[config.mk]
export PLATFORM = sky130hd
export DESIGN_NAME = steering_pid_controller
export DESIGN_NICKNAME = d
export VERILOG_FILES = /design/src/hw/rtl/spid_pkg.sv /design/src/hw/rtl/spid_div.sv /design/src/hw/rtl/spid_mul.sv /design/src/hw/rtl/spid_cfg.sv /design/src/hw/rtl/steering_pid_controller.sv
export SDC_FILE = /design/constraint.sdc
export NUM_CORES = 2
export LEC_CHECK = 0
export BUFFER_PORTS_ARGS = -buffer_cell sky130_fd_sc_hd__buf_2
export CORE_AREA = 2 2 408 329
export CTS_CLUSTER_DIAMETER = 120
export DETAILED_ROUTE_END_ITERATION = 16
export DIE_AREA = 0 0 410 331
export MAX_ROUTING_LAYER = met4
export SETUP_SLACK_MARGIN = 0.5
export SLEW_MARGIN = 5
export SYNTH_ARGS = -nofsm -noshare
export SYNTH_HDL_FRONTEND = slang
export SYNTH_HIERARCHICAL = 1
export SYNTH_SLANG_ARGS = --single-unit
[constraint.sdc]
create_clock -name clk -period 17.4 [get_ports clk]
set_input_delay 3.48 -clock clk [delete_from_list [all_inputs] [get_ports clk]]
set_output_delay 3.48 -clock clk [all_outputs]
set_load 0.02 [all_outputs]
[src/hw/rtl/spid_pkg.sv]
// Shared types, constants and helpers for the steering PID controller.
// Used by the divider, register file and top level.
package spid_pkg;

	localparam int ADC_BITS  = 12;
	localparam int PADDR_W   = 5;

	localparam logic [11:0] MID_SCALE     = 12'd2048;
	localparam logic [11:0] FULL_SCALE    = 12'd4095;
	localparam logic [11:0] COMMAND_LIMIT = 12'd400;
	localparam logic [12:0] WINDOW        = 13'd100;
	localparam logic signed [12:0] DEADBAND = 13'sd400;

	typedef enum logic [2:0] {
		REG_POT_MIDDLE = 3'd0,
		REG_POT_LEFT   = 3'd1,
		REG_POT_RIGHT  = 3'd2,
		REG_GAIN_P     = 3'd3,
		REG_GAIN_I     = 3'd4,
		REG_GAIN_D     = 3'd5,
		REG_TICK_RATE  = 3'd6,
		REG_UNUSED     = 3'd7
	} reg_idx_t;

	typedef struct packed {
		logic [11:0]        pot_middle;
		logic [11:0]        pot_left;
		logic [11:0]        pot_right;
		logic signed [15:0] gain_p;
		logic signed [15:0] gain_i;
		logic signed [15:0] gain_d;
		logic [15:0]        ticks_per_second;
	} cfg_t;

	typedef struct packed {
		logic        start;
		logic        short_op;   // 24 quotient bits instead of 32
		logic [31:0] dividend;
		logic [32:0] divisor;
	} div_req_t;

	typedef struct packed {
		logic        done;
		logic [31:0] quot;
		logic [32:0] rem;
	} div_rsp_t;

	function automatic logic signed [31:0] sat32(input logic signed [50:0] v);
		logic signed [31:0] r;
		if (v > 51'sd2147483647)
			r = 32'sh7fffffff;
		else if (v < -51'sd2147483648)
			r = 32'sh80000000;
		else
			r = v[31:0];
		return r;
	endfunction

endpackage

[src/hw/rtl/spid_div.sv]
// Restoring divider, one quotient bit per cycle, 24 or 32 steps.
// Depends on spid_pkg for the request and response structs.
module spid_div (
	input  logic              clk,
	input  logic              arst_n,
	input  spid_pkg::div_req_t req,
	output spid_pkg::div_rsp_t rsp
);
	import spid_pkg::*;

	logic [5:0]  cnt_q;
	logic [31:0] quot_q;
	logic [32:0] rem_q;
	logic        done_q;
	logic [34:0] trial;

	assign trial = {1'b0, rem_q, quot_q[31]} - {2'b00, req.divisor};

	always_ff @(posedge clk or negedge arst_n) begin
		if (!arst_n) begin
			cnt_q  <= '0;
			quot_q <= '0;
			rem_q  <= '0;
			done_q <= 1'b0;
		end else begin
			done_q <= (cnt_q == 6'd1);
			if (req.start) begin
				rem_q <= '0;
				if (req.short_op) begin
					quot_q <= {req.dividend[23:0], 8'h00};
					cnt_q  <= 6'd24;
				end else begin
					quot_q <= req.dividend;
					cnt_q  <= 6'd32;
				end
			end else if (cnt_q != 6'd0) begin
				cnt_q <= cnt_q - 6'd1;
				if (!trial[34]) begin
					rem_q  <= trial[32:0];
					quot_q <= {quot_q[30:0], 1'b1};
				end else begin
					rem_q  <= {rem_q[31:0], quot_q[31]};
					quot_q <= {quot_q[30:0], 1'b0};
				end
			end
		end
	end

	assign rsp.done = done_q;
	assign rsp.quot = quot_q;
	assign rsp.rem  = rem_q;
endmodule

[src/hw/rtl/spid_mul.sv]
// Shared signed multiplier, 17 x 34 bits, product registered.
// No package dependency.
module spid_mul (
	input  logic               clk,
	input  logic signed [16:0] a,
	input  logic signed [33:0] b,
	output logic signed [50:0] prod
);
	logic signed [50:0] prod_q;

	always_ff @(posedge clk) begin
		prod_q <= 51'(a * b);
	end

	assign prod = prod_q;
endmodule

[src/hw/rtl/spid_cfg.sv]
// APB register file for calibration points, gains and tick rate.
// Depends on spid_pkg for cfg_t and register indexes.
module spid_cfg (
	input  logic                          clk,
	input  logic                          arst_n,
	input  logic                          psel,
	input  logic                          penable,
	input  logic                          pwrite,
	input  logic [spid_pkg::PADDR_W-1:0]  paddr,
	input  logic [31:0]                   pwdata,
	output logic [31:0]                   prdata,
	output logic                          pready,
	output spid_pkg::cfg_t                cfg
);
	import spid_pkg::*;

	cfg_t     cfg_q;
	reg_idx_t idx;

	assign idx    = reg_idx_t'(paddr[4:2]);
	assign pready = 1'b1;

	always_ff @(posedge clk or negedge arst_n) begin
		if (!arst_n) begin
			cfg_q.pot_middle       <= 12'd2048;
			cfg_q.pot_left         <= 12'd4095;
			cfg_q.pot_right        <= 12'd0;
			cfg_q.gain_p           <= 16'sd256;
			cfg_q.gain_i           <= 16'sd0;
			cfg_q.gain_d           <= 16'sd0;
			cfg_q.ticks_per_second <= 16'd1000;
		end else if (psel && penable && pwrite) begin
			case (idx)
				REG_POT_MIDDLE: cfg_q.pot_middle       <= pwdata[11:0];
				REG_POT_LEFT:   cfg_q.pot_left         <= pwdata[11:0];
				REG_POT_RIGHT:  cfg_q.pot_right        <= pwdata[11:0];
				REG_GAIN_P:     cfg_q.gain_p           <= pwdata[15:0];
				REG_GAIN_I:     cfg_q.gain_i           <= pwdata[15:0];
				REG_GAIN_D:     cfg_q.gain_d           <= pwdata[15:0];
				REG_TICK_RATE:  cfg_q.ticks_per_second <= pwdata[15:0];
				default: ;
			endcase
		end
	end

	always_comb begin
		case (idx)
			REG_POT_MIDDLE: prdata = {20'h0, cfg_q.pot_middle};
			REG_POT_LEFT:   prdata = {20'h0, cfg_q.pot_left};
			REG_POT_RIGHT:  prdata = {20'h0, cfg_q.pot_right};
			REG_GAIN_P:     prdata = {16'h0, cfg_q.gain_p};
			REG_GAIN_I:     prdata = {16'h0, cfg_q.gain_i};
			REG_GAIN_D:     prdata = {16'h0, cfg_q.gain_d};
			REG_TICK_RATE:  prdata = {16'h0, cfg_q.ticks_per_second};
			default:        prdata = 32'h0;
		endcase
	end

	assign cfg = cfg_q;
endmodule

[src/hw/rtl/steering_pid_controller.sv]
// Steering PID controller: sequencer around one divider and one multiplier.
// Depends on spid_pkg, spid_cfg, spid_div and spid_mul.
//
//   channel  | handshake            | payload
//   sample   | in_valid / in_stall  | position_sample, left_command, right_command,
//            |                      | elapsed_ticks
//   result   | out_valid / out_stall| position_error, drive_value
//   config   | APB psel/penable     | paddr, pwdata, prdata, pready
//
// For each sample the seconds (32 steps) and derivative (24 steps) divisions
// always run, the scaling division (24 steps) only outside the window and short
// of the left or right calibration point, where the measurement is not clamped.
// in_stall is high from acceptance until the result is written to the
// output register. The final step holds while the previous result is stalled.
// Reset clears the integral to zero and the previous error to minus one.
module steering_pid_controller (
	input  logic                                 clk,
	input  logic                                 arst_n,
	input  logic                                 in_valid,
	output logic                                 in_stall,
	input  logic [spid_pkg::ADC_BITS-1:0]        position_sample,
	input  logic [11:0]                          left_command,
	input  logic [11:0]                          right_command,
	input  logic [31:0]                          elapsed_ticks,
	output logic                                 out_valid,
	input  logic                                 out_stall,
	output logic signed [12:0]                   position_error,
	output logic signed [31:0]                   drive_value,
	input  logic                                 psel,
	input  logic                                 penable,
	input  logic                                 pwrite,
	input  logic [spid_pkg::PADDR_W-1:0]         paddr,
	input  logic [31:0]                          pwdata,
	output logic [31:0]                          prdata,
	output logic                                 pready
);
	import spid_pkg::*;

	typedef enum logic [11:0] {
		ST_IDLE    = 12'b000000000001,
		ST_SCL_GO  = 12'b000000000010,
		ST_SCL_WT  = 12'b000000000100,
		ST_SEC_GO  = 12'b000000001000,
		ST_SEC_WT  = 12'b000000010000,
		ST_INT_MUL = 12'b000000100000,
		ST_INT_SAT = 12'b000001000000,
		ST_DER_WT  = 12'b000010000000,
		ST_P_MUL   = 12'b000100000000,
		ST_I_MUL   = 12'b001000000000,
		ST_D_MUL   = 12'b010000000000,
		ST_FIN     = 12'b100000000000
	} state_t;

	cfg_t     cfg;
	div_req_t div_req;
	div_rsp_t div_rsp;

	state_t             state_q;
	logic [11:0]        pos_q;
	logic [31:0]        ticks_q;
	logic signed [12:0] sp_q;
	logic               up_q;
	logic signed [12:0] err_q;
	logic [31:0]        secs_q;
	logic signed [31:0] integral_q;
	logic signed [15:0] prev_q;
	logic signed [23:0] deriv_q;
	logic               dneg_q;
	logic signed [50:0] acc_q;
	logic               out_valid_q;
	logic signed [12:0] out_err_q;
	logic signed [31:0] out_drive_q;

	logic signed [16:0] mul_a;
	logic signed [33:0] mul_b;
	logic signed [50:0] prod;

	// input side
	logic               accept;
	logic [11:0]        raw;
	logic signed [12:0] sp_next;

	// scaling decisions
	logic        above, below, scl_div;
	logic [11:0] meas_direct;
	logic [11:0] meas_div;
	logic [11:0] ceil_q;

	logic signed [50:0] integ_sum;
	logic signed [31:0] integ_new;
	logic signed [16:0] diff;
	logic [16:0]        diff_abs;
	logic signed [50:0] sum_full;
	logic signed [31:0] sum_sat;
	logic               in_band;
	logic               out_free;

	spid_cfg u_cfg (
		.clk    (clk),
		.arst_n (arst_n),
		.psel   (psel),
		.penable(penable),
		.pwrite (pwrite),
		.paddr  (paddr),
		.pwdata (pwdata),
		.prdata (prdata),
		.pready (pready),
		.cfg    (cfg)
	);

	spid_div u_div (
		.clk   (clk),
		.arst_n(arst_n),
		.req   (div_req),
		.rsp   (div_rsp)
	);

	spid_mul u_mul (
		.clk (clk),
		.a   (mul_a),
		.b   (mul_b),
		.prod(prod)
	);

	assign accept   = in_valid && (state_q == ST_IDLE);
	assign in_stall = (state_q != ST_IDLE);
	assign raw      = 12'(position_sample);
	assign out_free = !out_valid_q || !out_stall;

	always_comb begin
		if (right_command > COMMAND_LIMIT)
			sp_next = $signed({1'b0, MID_SCALE}) - $signed({2'b00, right_command[11:1]});
		else if (left_command > COMMAND_LIMIT)
			sp_next = $signed({1'b0, MID_SCALE}) + $signed({2'b00, left_command[11:1]});
		else
			sp_next = $signed({1'b0, MID_SCALE});
	end

	assign above = {1'b0, pos_q} > ({1'b0, cfg.pot_middle} + WINDOW);
	assign below = ({1'b0, pos_q} + WINDOW) < {1'b0, cfg.pot_middle};

	always_comb begin
		scl_div     = 1'b0;
		meas_direct = pos_q;
		if (above) begin
			if (pos_q >= cfg.pot_left)
				meas_direct = FULL_SCALE;
			else
				scl_div = 1'b1;
		end else if (below) begin
			if (pos_q <= cfg.pot_right)
				meas_direct = 12'd0;
			else
				scl_div = 1'b1;
		end
	end

	// quotient stays below 2048 above the window and at most 2048 below it
	assign ceil_q   = div_rsp.quot[11:0] + {11'h0, (div_rsp.rem != '0)};
	assign meas_div = up_q ? (MID_SCALE + div_rsp.quot[11:0]) : (MID_SCALE - ceil_q);

	assign diff     = 17'(err_q) - 17'(prev_q);
	assign diff_abs = diff[16] ? 17'(-diff) : 17'(diff);

	assign integ_sum = 51'(integral_q) + prod;
	assign integ_new = sat32(integ_sum);

	assign sum_full = acc_q + (prod >>> 8);
	assign sum_sat  = sat32(sum_full);
	assign in_band  = (err_q > -DEADBAND) && (err_q < DEADBAND);

	always_comb begin
		div_req.start    = 1'b0;
		div_req.short_op = 1'b0;
		div_req.dividend = '0;
		div_req.divisor  = '0;
		case (state_q)
			ST_SCL_GO: begin
				div_req.start    = scl_div;
				div_req.short_op = 1'b1;
				div_req.dividend = above ? {9'h0, pos_q - cfg.pot_middle, 11'h0}
				                         : {9'h0, cfg.pot_middle - pos_q, 11'h0};
				div_req.divisor  = above ? {21'h0, cfg.pot_left - cfg.pot_middle}
				                         : {21'h0, cfg.pot_middle - cfg.pot_right};
			end
			ST_SCL_WT: begin
				div_req.short_op = 1'b1;
				div_req.divisor  = up_q ? {21'h0, cfg.pot_left - cfg.pot_middle}
				                        : {21'h0, cfg.pot_middle - cfg.pot_right};
			end
			ST_SEC_GO, ST_SEC_WT: begin
				div_req.start    = (state_q == ST_SEC_GO);
				div_req.dividend = ticks_q;
				div_req.divisor  = (cfg.ticks_per_second == '0) ? 33'd1
				                   : {17'h0, cfg.ticks_per_second};
			end
			ST_INT_SAT, ST_DER_WT: begin
				div_req.start    = (state_q == ST_INT_SAT);
				div_req.short_op = 1'b1;
				div_req.dividend = {8'h0, diff_abs[15:0], 8'h00};
				div_req.divisor  = {1'b0, secs_q} + 33'd1;
			end
			default: ;
		endcase
	end

	always_comb begin
		mul_a = 17'(err_q);
		mul_b = {2'b00, secs_q};
		case (state_q)
			ST_P_MUL: begin
				mul_a = 17'(cfg.gain_p);
				mul_b = 34'(err_q);
			end
			ST_I_MUL: begin
				mul_a = 17'(cfg.gain_i);
				mul_b = 34'(integral_q);
			end
			// keep the derivative product steady while the final step holds
			ST_D_MUL, ST_FIN: begin
				mul_a = 17'(cfg.gain_d);
				mul_b = 34'(deriv_q);
			end
			default: ;
		endcase
	end

	always_ff @(posedge clk or negedge arst_n) begin
		if (!arst_n) begin
			state_q     <= ST_IDLE;
			integral_q  <= '0;
			prev_q      <= -16'sd1;
			out_valid_q <= 1'b0;
		end else begin
			if (state_q == ST_FIN && out_free)
				out_valid_q <= 1'b1;
			else if (out_valid_q && !out_stall)
				out_valid_q <= 1'b0;
			case (state_q)
				ST_IDLE: begin
					if (accept)
						state_q <= ST_SCL_GO;
				end
				ST_SCL_GO: begin
					state_q <= scl_div ? ST_SCL_WT : ST_SEC_GO;
				end
				ST_SCL_WT: begin
					if (div_rsp.done)
						state_q <= ST_SEC_GO;
				end
				ST_SEC_GO: state_q <= ST_SEC_WT;
				ST_SEC_WT: begin
					if (div_rsp.done)
						state_q <= ST_INT_MUL;
				end
				ST_INT_MUL: state_q <= ST_INT_SAT;
				ST_INT_SAT: begin
					integral_q <= integ_new;
					state_q    <= ST_DER_WT;
				end
				ST_DER_WT: begin
					if (div_rsp.done)
						state_q <= ST_P_MUL;
				end
				ST_P_MUL: state_q <= ST_I_MUL;
				ST_I_MUL: state_q <= ST_D_MUL;
				ST_D_MUL: state_q <= ST_FIN;
				ST_FIN: begin
					// hold until the previous result has gone
					if (out_free) begin
						prev_q  <= 16'(err_q);
						state_q <= ST_IDLE;
					end
				end
				default: state_q <= ST_IDLE;
			endcase
		end
	end

	always_ff @(posedge clk) begin
		case (state_q)
			ST_IDLE: begin
				if (accept) begin
					pos_q   <= raw;
					ticks_q <= elapsed_ticks;
					sp_q    <= sp_next;
				end
			end
			ST_SCL_GO: begin
				up_q  <= above;
				err_q <= $signed({1'b0, meas_direct}) - sp_q;
			end
			ST_SCL_WT: begin
				if (div_rsp.done)
					err_q <= $signed({1'b0, meas_div}) - sp_q;
			end
			ST_SEC_WT: begin
				if (div_rsp.done)
					secs_q <= div_rsp.quot;
			end
			ST_INT_SAT: dneg_q <= diff[16];
			ST_DER_WT: begin
				if (div_rsp.done)
					deriv_q <= dneg_q ? 24'(-$signed({1'b0, div_rsp.quot[22:0]}))
					                  : $signed({1'b0, div_rsp.quot[22:0]});
			end
			ST_I_MUL: acc_q <= prod;
			ST_D_MUL: acc_q <= acc_q + prod;
			ST_FIN: begin
				if (out_free) begin
					out_err_q   <= err_q;
					out_drive_q <= in_band ? 32'sd0 : sum_sat;
				end
			end
			default: ;
		endcase
	end

	assign out_valid      = out_valid_q;
	assign position_error = out_err_q;
	assign drive_value    = out_drive_q;
endmodule

==> qor.yml <==
grt_max_degree: 101
cp_num_buf_inv: 8
antenna_found_initial: 3
place.gp.congestion: 0.952
routed_wl_um: 176000
num_rows: 119
cts_tree: "yes"
synthArstFlopShare_pct: 45.6
regToRegSetupSlack_ns: 7.07
synth.most_common_cell: "inv_1"
dr.pass1.iters: 9
slew_headroom_pct: 7.11
setup_viol: 0
die-area_um2: 136000
yosysTopAreaCell: "fa_1"
final_cells: 8351
reg2reg_to: "u_mul/prod[50]"
cts_sinks: 504
cp.required_ns: 17.92
place_inst: 8237
via_per_inst: 5.75
finalCoreUtilization_pct: 48.3
critPathLaunch: "state_q[2]"
critPathMaxFanout: 67
first_iter_violations: 4694
hold_viol_final: 0
max_clock_freq_mhz: 96.8
io_buffers: 156
drc_errors: 0
syn_inst: 6544
path_depth: 33
ys.flop_type: "edfxtp_1"
critPathTopFamily: "adder cells"
ioPinCount: 192
setup.worst_path.end_class: "flop"
root_buffer: "clkbuf_16"
die_y_um: 331
r2r_start: "state_q[2]"
postCtsSetupBuffers: 0
grt_pass1_vias: 47000
fillers: 12500
holdWs_ns: 0.470
cp_slowest_stage_delay_ns: 0.82
yosysSeqAreaShare_pct: 22.9
syn_area_um2: 59000
synth_edf_count: 223
avgSynthCellArea_um2: 9.01
skew_ns: 0.0616
cp_slowest_cell: "a21oi_1"
grt_util_all_layers_pct: 26.8
critPathKind: "reg2reg"
cp.arrival_ns: 10.85
worstSkewPairLatency_ns: 0.69
post-route-period-util_pct: 59.4
reg2reg_depth: 33
synthTopCellsByCount: "808 x inv_1, 755 x nand2_1, 561 x fa_1"
nets: 7662
initial_core_util_pct: 45.0
critPathCapture: "u_mul/prod[50]"
grt_pass1_wl_um: 277000
hp-class: "reg2reg"
core_area_um2: 131000
synth_top_area_share_pct: 19.0
clkTransAtPathRegs_ns: 0.06
outcome: "completed"
grt-ovfl-total: 0
clk_path_buf_depth: 3
wl_per_cell_um: 21.1
cts_resized: 0
cpMostUsedCell: "fa_1"
worst_slew_pin_slew_ns: 1.38
synth-seq-cells: 504
final_layout_size_suffix_gt1_share_pct: 9.46
ys_top_cells_by_area: "fa_1 19%, edfxtp_1 11%, ha_1 9.4%"
maxCapViolations: 0
cts_buffers: 58
syn2layout_area_growth_pct: 7.52
maxSlewViolCount: 0
rsz0062_at_grt: "false"
antenna_left: 0
yosysWarnings: 6
die_w_um: 410
post-route-min-period_ns: 10.33
vias: 48000
ctsHoldBuffers: 0
startpoint_type: "flop"
htreeDepth: 2
fin_setup_tns_ns: 0
synth.distinct_cells: 127
dp_hpwl_um: 136000
[state kept, by name, indices dropped and copies added (netlist names), 13 cells and up]
| name | cells |
|---|---|
| deriv_q | 24 |
| ticks_q | 32 |
| u_div/quot_q | 32 |
| prev_q | 13 |
| err_q | 13 |
| drive_value | 32 |
| u_cfg/cfg | 100 |
| secs_q | 32 |
| acc_q | 51 |
| u_mul/prod | 51 |
| position_error | 13 |
| u_div/rem_q | 33 |
| integral_q | 32 |
[area by class of cell]
type | instances | area, um^2 | area share, %
Clock buffer | 82 | 1720 | 2.71
Multi-Input combinational cell | 4927 | 41300 | 65.1
Timing Repair Buffer | 242 | 1440 | 2.27
Antenna cell | 3 | 7.51 | 0.0118
Sequential cell | 504 | 13500 | 21.3
Tap cell | 1754 | 2190 | 3.46
Clock inverter | 28 | 230 | 0.363
Inverter | 811 | 3040 | 4.80
[per-layer routing]
layer	global-route usage (%)	routed length, um
met1	40.6	86200
met2	37.1	70900
met3	4.89	15500
met4	5.22	3420
met5	-	0
[worst register-to-register path, delay by kind of cell, from the launching register on]
kind	cells	cell delay (ns)
adders and majority gates	7	3.49
AOI/OAI and AO/OA	8	2.27
and+or+nand+nor	10	2.02
buffers and inverters	8	1.99
DFF	1	0.41
[cell families after synthesis]
logic type	count (synthesis)	synth area share, %
other	2	0.0127
AND/OR/NAND/NOR	1935	16.0
buffers and inverters	1128	7.57
multiplexers	190	3.53
AO/OA/AOI/OAI	1434	16.4
XOR/XNOR	345	5.12
flip-flops	504	22.9
adder cells (fa/ha/maj)	1006	28.5
[worst min-delay path by stage]
| stage | end | start | cells after the start |
|---|---|---|---|
| after floorplan | u_div/done_q | u_div/cnt_q[2] | 1 |
| after global placement | secs_q[23] | u_div/quot_q[23] | 0 |
| after detailed placement | u_div/done_q | u_div/cnt_q[2] | 1 |
| after CTS | u_div/done_q | u_div/cnt_q[2] | 1 |
| after global routing | u_div/done_q | u_div/cnt_q[2] | 1 |
| final | u_div/done_q | u_div/cnt_q[2] | 1 |
[layout by cell type, fill, tap and decap left out, drive strengths merged, types with 50 or more instances in the layout]
cell	count
edfxtp	223
mux2	115
buf	241
a21oi	383
and2	303
and3	64
nand2b	53
o211ai	66
xor2	130
nand3	98
mux2i	75
nor2	339
dfxtp	51
xnor2	215
ha	445
o21ai	341
o21bai	55
nand2	756
a21o	160
fa	561
clkbuf	83
dfrtp	196
nand4	93
inv	815
nor3	50
[through the flow]
stage | instance area [um^2] | worst slack (ns)
2_1_floorplan | 59000 | 9.02
3_3_place_gp | 61500 | 7.38
3_5_place_dp | 61500 | 7.34
4_1_cts | 63400 | 7.26
5_1_grt | 63400 | 6.56
6_report | 63400 | 7.07
Power is left out: the tool's default activity adds up to more than one toggle a clock period on the data nets, which glitch-free logic cannot reach.
